[config.mk]
export PLATFORM = sky130hd
export DESIGN_NAME = clvr_ctrl
export DESIGN_NICKNAME = d
export VERILOG_FILES = /design/src/sv/clvr_pkg.sv /design/src/sv/clvr_ctrl.sv
export SDC_FILE = /design/constraint.sdc
export NUM_CORES = 1
export LEC_CHECK = 0
export ABC_AREA = 0
export BUFFER_PORTS_ARGS = -buffer_cell sky130_fd_sc_hd__buf_2
export CORE_MARGIN = 3
export CORE_UTILIZATION = 57
export DETAILED_ROUTE_END_ITERATION = 10
export PLACE_DENSITY = 0.86
export SETUP_SLACK_MARGIN = 0.05
export SYNTH_ARGS = -nofsm -noshare
export SYNTH_HDL_FRONTEND = slang
export SYNTH_SLANG_ARGS = --single-unit
[constraint.sdc]
create_clock -name clk -period 2.2 [get_ports clk]
set_input_delay 0.44 -clock clk [delete_from_list [all_inputs] [get_ports clk]]
set_output_delay 0.44 -clock clk [all_outputs]
set_load 0.02 [all_outputs]
[src/sv/clvr_pkg.sv]
// clvr_pkg: types, codes and rounding helpers for the Lotka-Volterra RK4 stepper.
// No dependencies; imported by the controller, datapath, top level and testbench.
package clvr_pkg;

  localparam int unsigned CfgW   = 60;
  localparam int unsigned CfgIdxW = 4;

  // ceil(2^39 / 3) split into two 19-bit halves; exact for quotients of 38-bit values
  localparam logic [18:0] Recip3Lo = 19'h2AAAB;
  localparam logic [18:0] Recip3Hi = 19'h55555;

  typedef enum logic [3:0] {
    REG_GOOD_FIRST  = 4'd0,
    REG_GOOD_SECOND = 4'd1,
    REG_BAD_FIRST   = 4'd2,
    REG_BAD_SECOND  = 4'd3,
    REG_STEP_SIZE   = 4'd4,
    REG_GOOD_STEPS  = 4'd5,
    REG_BAD_STEPS   = 4'd6,
    REG_THRESHOLD   = 4'd7
  } cfg_reg_t;

  typedef enum logic [4:0] {
    OP_NONE, OP_LOAD, OP_SKIP, OP_YEAR, OP_MS, OP_MC, OP_AC, OP_GR, OP_MG,
    OP_KR, OP_MH, OP_QS, OP_MF, OP_TS, OP_DL, OP_DH, OP_DQ, OP_PU, OP_FIN, OP_OUT
  } dp_op_t;

  typedef struct packed {
    dp_op_t     op;
    logic       sp;   // species being worked on
    logic [1:0] stg;  // RK stage, 0..3
  } dp_cmd_t;

  typedef struct packed {
    logic crash;
  } dp_stat_t;

  // round to nearest, ties away from zero
  function automatic logic signed [63:0] rnd_sh(input logic signed [63:0] v,
                                                input int unsigned sh);
    logic [63:0] mag;
    logic [63:0] m;
    begin
      mag = v[63] ? 64'(-v) : 64'(v);
      m = (mag + (64'd1 << (sh - 1))) >> sh;
      return v[63] ? -$signed(m) : $signed(m);
    end
  endfunction

  function automatic logic signed [31:0] sat32(input logic signed [63:0] v);
    begin
      if (v > 64'sd2147483647) return 32'sh7fffffff;
      else if (v < -64'sd2147483648) return 32'sh80000000;
      else return v[31:0];
    end
  endfunction

endpackage

[src/sv/clvr_ctrl.sv]
// clvr_ctrl: sequencer for the RK4 step, owns the handshakes.
// Depends on clvr_pkg; drives clvr_dp through dp_cmd_t.
module clvr_ctrl
  import clvr_pkg::*;
(
  input  logic     clk,
  input  logic     rst_n,
  input  logic     in_valid,
  input  logic     in_kind,
  output logic     in_ready,
  output logic     out_valid,
  input  logic     out_ready,
  input  dp_stat_t stat,
  output dp_cmd_t  cmd
);

  typedef enum logic [17:0] {
    S_IDLE = 18'h00001, S_YEAR = 18'h00002, S_MS  = 18'h00004, S_MC  = 18'h00008,
    S_AC   = 18'h00010, S_GR   = 18'h00020, S_MG  = 18'h00040, S_KR  = 18'h00080,
    S_MH   = 18'h00100, S_QS   = 18'h00200, S_MF  = 18'h00400, S_TS  = 18'h00800,
    S_DL   = 18'h01000, S_DH   = 18'h02000, S_DQ  = 18'h04000, S_PU  = 18'h08000,
    S_FIN  = 18'h10000, S_OUT  = 18'h20000
  } state_t;

  state_t     state_r, state_nxt;
  logic       sp_r, sp_nxt;
  logic [1:0] stg_r, stg_nxt;
  logic       ov_r, ov_nxt;

  assign in_ready  = (state_r == S_IDLE);
  assign out_valid = ov_r;

  always_comb begin
    state_nxt = state_r;
    sp_nxt    = sp_r;
    stg_nxt   = stg_r;
    ov_nxt    = ov_r && !out_ready;
    cmd.op    = OP_NONE;
    cmd.sp    = sp_r;
    cmd.stg   = stg_r;
    unique case (state_r)
      S_IDLE: begin
        sp_nxt  = 1'b0;
        stg_nxt = 2'd0;
        if (in_valid) begin
          if (!in_kind) begin
            cmd.op = OP_LOAD;
            state_nxt = S_OUT;
          end else if (stat.crash) begin
            cmd.op = OP_SKIP;
            state_nxt = S_OUT;
          end else begin
            state_nxt = S_YEAR;
          end
        end
      end
      S_YEAR: begin
        cmd.op = OP_YEAR;
        state_nxt = S_MS;
      end
      S_MS: begin cmd.op = OP_MS; state_nxt = S_MC; end
      S_MC: begin cmd.op = OP_MC; state_nxt = S_AC; end
      S_AC: begin cmd.op = OP_AC; state_nxt = S_GR; end
      S_GR: begin cmd.op = OP_GR; state_nxt = S_MG; end
      S_MG: begin cmd.op = OP_MG; state_nxt = S_KR; end
      S_KR: begin
        cmd.op = OP_KR;
        if (!sp_r) begin
          sp_nxt = 1'b1;
          state_nxt = S_MS;
        end else begin
          sp_nxt = 1'b0;
          state_nxt = (stg_r == 2'd3) ? S_MF : S_MH;
        end
      end
      S_MH: begin cmd.op = OP_MH; state_nxt = S_QS; end
      S_QS: begin
        cmd.op = OP_QS;
        if (!sp_r) begin
          sp_nxt = 1'b1;
          state_nxt = S_MH;
        end else begin
          sp_nxt = 1'b0;
          stg_nxt = stg_r + 2'd1;
          state_nxt = S_MS;
        end
      end
      S_MF: begin cmd.op = OP_MF; state_nxt = S_TS; end
      S_TS: begin cmd.op = OP_TS; state_nxt = S_DL; end
      S_DL: begin cmd.op = OP_DL; state_nxt = S_DH; end
      S_DH: begin cmd.op = OP_DH; state_nxt = S_DQ; end
      S_DQ: begin cmd.op = OP_DQ; state_nxt = S_PU; end
      S_PU: begin
        cmd.op = OP_PU;
        if (!sp_r) begin
          sp_nxt = 1'b1;
          state_nxt = S_MF;
        end else begin
          state_nxt = S_FIN;
        end
      end
      S_FIN: begin cmd.op = OP_FIN; state_nxt = S_OUT; end
      S_OUT: begin
        if (!ov_r || out_ready) begin
          cmd.op = OP_OUT;
          ov_nxt = 1'b1;
          state_nxt = S_IDLE;
        end
      end
      default: state_nxt = S_IDLE;
    endcase
  end

  always_ff @(posedge clk) begin
    if (!rst_n) begin
      state_r <= S_IDLE;
      sp_r    <= 1'b0;
      stg_r   <= 2'd0;
      ov_r    <= 1'b0;
    end else begin
      state_r <= state_nxt;
      sp_r    <= sp_nxt;
      stg_r   <= stg_nxt;
      ov_r    <= ov_nxt;
    end
  end

endmodule

==> run summary <==
dpl hpwl -> 3.09 mm
routing usage on met1 -> 37.9%
failing checks -> setup timing
critical-path cell list -> nor4_4, buf_4, nand4_1, o22ai_1, nor3b_1, o211ai_1, buf_4
pwr dens -> 473 nW/µm²
Ports -> 16
synthesized flop and latch total -> 22
Final Core Density -> 81.4%
setup TNS -> -1.13 ns
Tcrit/Tclk final -> 113%
Worst setup EP type -> output pin
peak supply drop -> 0.411 mV
Top FF cell, synth -> dfxtp_1
asr flop ratio synth -> 0%
CP dominant cell by count -> buf_4
Final Skew -> 0.00123 ns
P_leak -> 0.747 nW
initial antenna violation count -> 0
via count -> 1561
Clk Tree Root Cell -> clkbuf_4
vias in the first global route -> 1430
DRT Wirelength -> 4.40 mm
fin crit period -> 2.50 ns
Max FO, Critical Path -> 4
CP peak stage delay -> 0.38 ns
endpoints failing setup -> 5
Antenna Nets Post-Route -> 0
Post-synth EDFFs -> 0
Final WS setup -> -0.297 ns
mapped cell area -> 1400 µm²
worst slew pin tran -> 0.382 ns
outcome -> complete, but fails checks
1st-pass router iterations -> 5
hold_sp -> rst_n
final hold vios -> 0
Overflow after GRT -> 0
CTS clk-pin slew, worst paths -> 0.12 ns
CTS Buf Count -> 3
number of port buffers -> 15
share of layout cells above drive strength 1 -> 41.4%
yosys warns -> 0
routing usage on met3 -> 3.97%
drt wl/cell -> 18.1 µm
GRT busiest layer -> met2
Slew HR -> 74.5%
Place WS -> -0.0316 ns
CTS Sinks -> 22
Fill cells -> 151
layout net count -> 224
post-route cell area -> 1850 µm²
RSZ-0062 raised after global routing -> yes
GRT met2 Usage -> 43.4%
Iter 0 DRT Violations -> 102
WP buf/inv -> 2
sequential area share after synthesis -> 31.6%
Final GP Congestion -> 0.982
die footprint -> 3080 µm²
maximum clock path buffer count -> 2
Cells after Synth -> 167
Yosys cell types -> 43
vias per cell -> 6.42
Mapped Nets -> 174
Worst Path Required -> 1.76 ns
min-delay worst type -> primary input to flop
Max Fclk -> 401 MHz
GRT Total Usage -> 27.8%
Area Overhead vs Synth -> 32.8%
syn_area_per_cell -> 8.35 µm²
die span in x -> 55.5 µm
CTS Hold Bufs -> 0
clock latency on the worst-skew pair -> 0.31 ns
global-route wire length before repair -> 6.87 mm
worst reg2reg startpoint -> state_r[17]$_SDFFE_PN0P_
CTS tree -> yes
Starting Density -> 61.3%
placed inst area -> 1670 µm²
CP startpoint -> state_r[9]$_SDFFE_PN0P_
CP top delay family -> simple AND/OR/NAND/NOR gates
Final Max Slew Viols -> 0
CP Data Arrival Time -> 2.06 ns
Max Cap Violations -> 0
H-tree depth -> 1
critical path launch point type -> flop
Die H -> 55.5 µm
Inst Count DP -> 227
kind of critical path -> flop to output pin
Worst path slowest cell -> dfxtp_4
diodes inserted -> 0
DRC Markers -> 0
# rows -> 17
largest net degree at the start of global routing -> 15
Core Area -> 2280 µm²
final cell count without fillers -> 243
[state kept, by name (all words and copies together), names as in the netlist]
signal     flops
out_valid      1
sp_r           1
state_r       18
stg_r          2
[timing repair]
action | 4_1_cts | 5_1_grt
cloned | 0 | 0
buffers inserted | 5 | 8
endpoints found under the setup margin | 6 | 6
gates resized for setup | 12 | 14
pin swaps | 8 | 13
hold endpoints to repair | 0 | 0
[cell usage after synthesis, drive strengths merged (2+ instances only)]
cell	instances	area share (%)
a21oi	9	3.5
buf	3	1.7
clkbuf	6	1.6
dfxtp	22	32
inv	4	1.1
mux2	2	1.6
nand2	11	3.0
nand2b	7	3.1
nand3	2	0.72
nand3b	6	3.2
nand4	10	4.9
nor2	18	4.8
nor2b	6	2.7
nor3	9	3.2
nor3b	2	1.1
nor4	14	11
nor4b	5	3.1
o22ai	6	2.7
xnor2	3	1.9
xor2	4	2.5
[final cells by class]
cell class / count / area [µm²] / area share [%]
multi-input cells: 132 / 940 / 50.7
flip-flops and latches: 22 / 457 / 24.6
repair buffers: 54 / 384 / 20.7
well taps: 28 / 35.0 / 1.89
clock buffers: 3 / 22.5 / 1.22
inverters: 4 / 15.0 / 0.810
[final timing paths]
path,to,slack [ns],cells after the start
min reg2reg,stg_r[0]$_SDFFE_PN0P_,0.52,2
max reg2reg,state_r[4]$_SDFFE_PN0P_,0.19,7
max,cmd[3],-0.30,7
min,sp_r$_SDFFE_PN0P_,0.42,2
[placed cells by master (no fill, tap or decap), types with 5 or more instances in the layout]
cell type / count
a21oi_1: 6
buf_2: 10
buf_4: 43
dfxtp_1: 13
dfxtp_2: 7
nand2_1: 10
nand2b_1: 7
nand3b_1: 6
nand4_1: 9
nor2_1: 16
nor2b_1: 5
nor3_1: 8
nor4_1: 9
nor4b_1: 5
o22ai_1: 6
[per-layer routing]
layer / up-vias / wire (µm)
met5: - / 0
met4: 0 / 181
met3: 23 / 381
met2: 95 / 2060
met1: 712 / 1780
li1: 731 / -
[where the power goes]
part,internal (mW),total (mW),switching [mW]
registers,0.403,0.409,0.00640
clock network,0.0640,0.190,0.126
logic,0.128,0.278,0.150
[logic make-up after synthesis]
kind of cell / Yosys count / synth area share, %
flip-flops: 22 / 31.6
AO/OA/AOI/OAI: 26 / 13.0
AND/OR/NAND/NOR: 96 / 44.1
buffers and inverters: 13 / 4.39
XOR/XNOR: 7 / 4.39
multiplexers: 2 / 1.61
adder cells (fa/ha/maj): 1 / 0.897
[per-stage QoR]
stage                     hold WS, ns  power [mW]
after detailed placement        0.498       0.641
after global routing            0.413       0.908
final                           0.422       0.877
after floorplan                 0.517       0.556
after global placement          0.468       0.637
after CTS                       0.416       0.840
(Power assumes the default switching activity.)
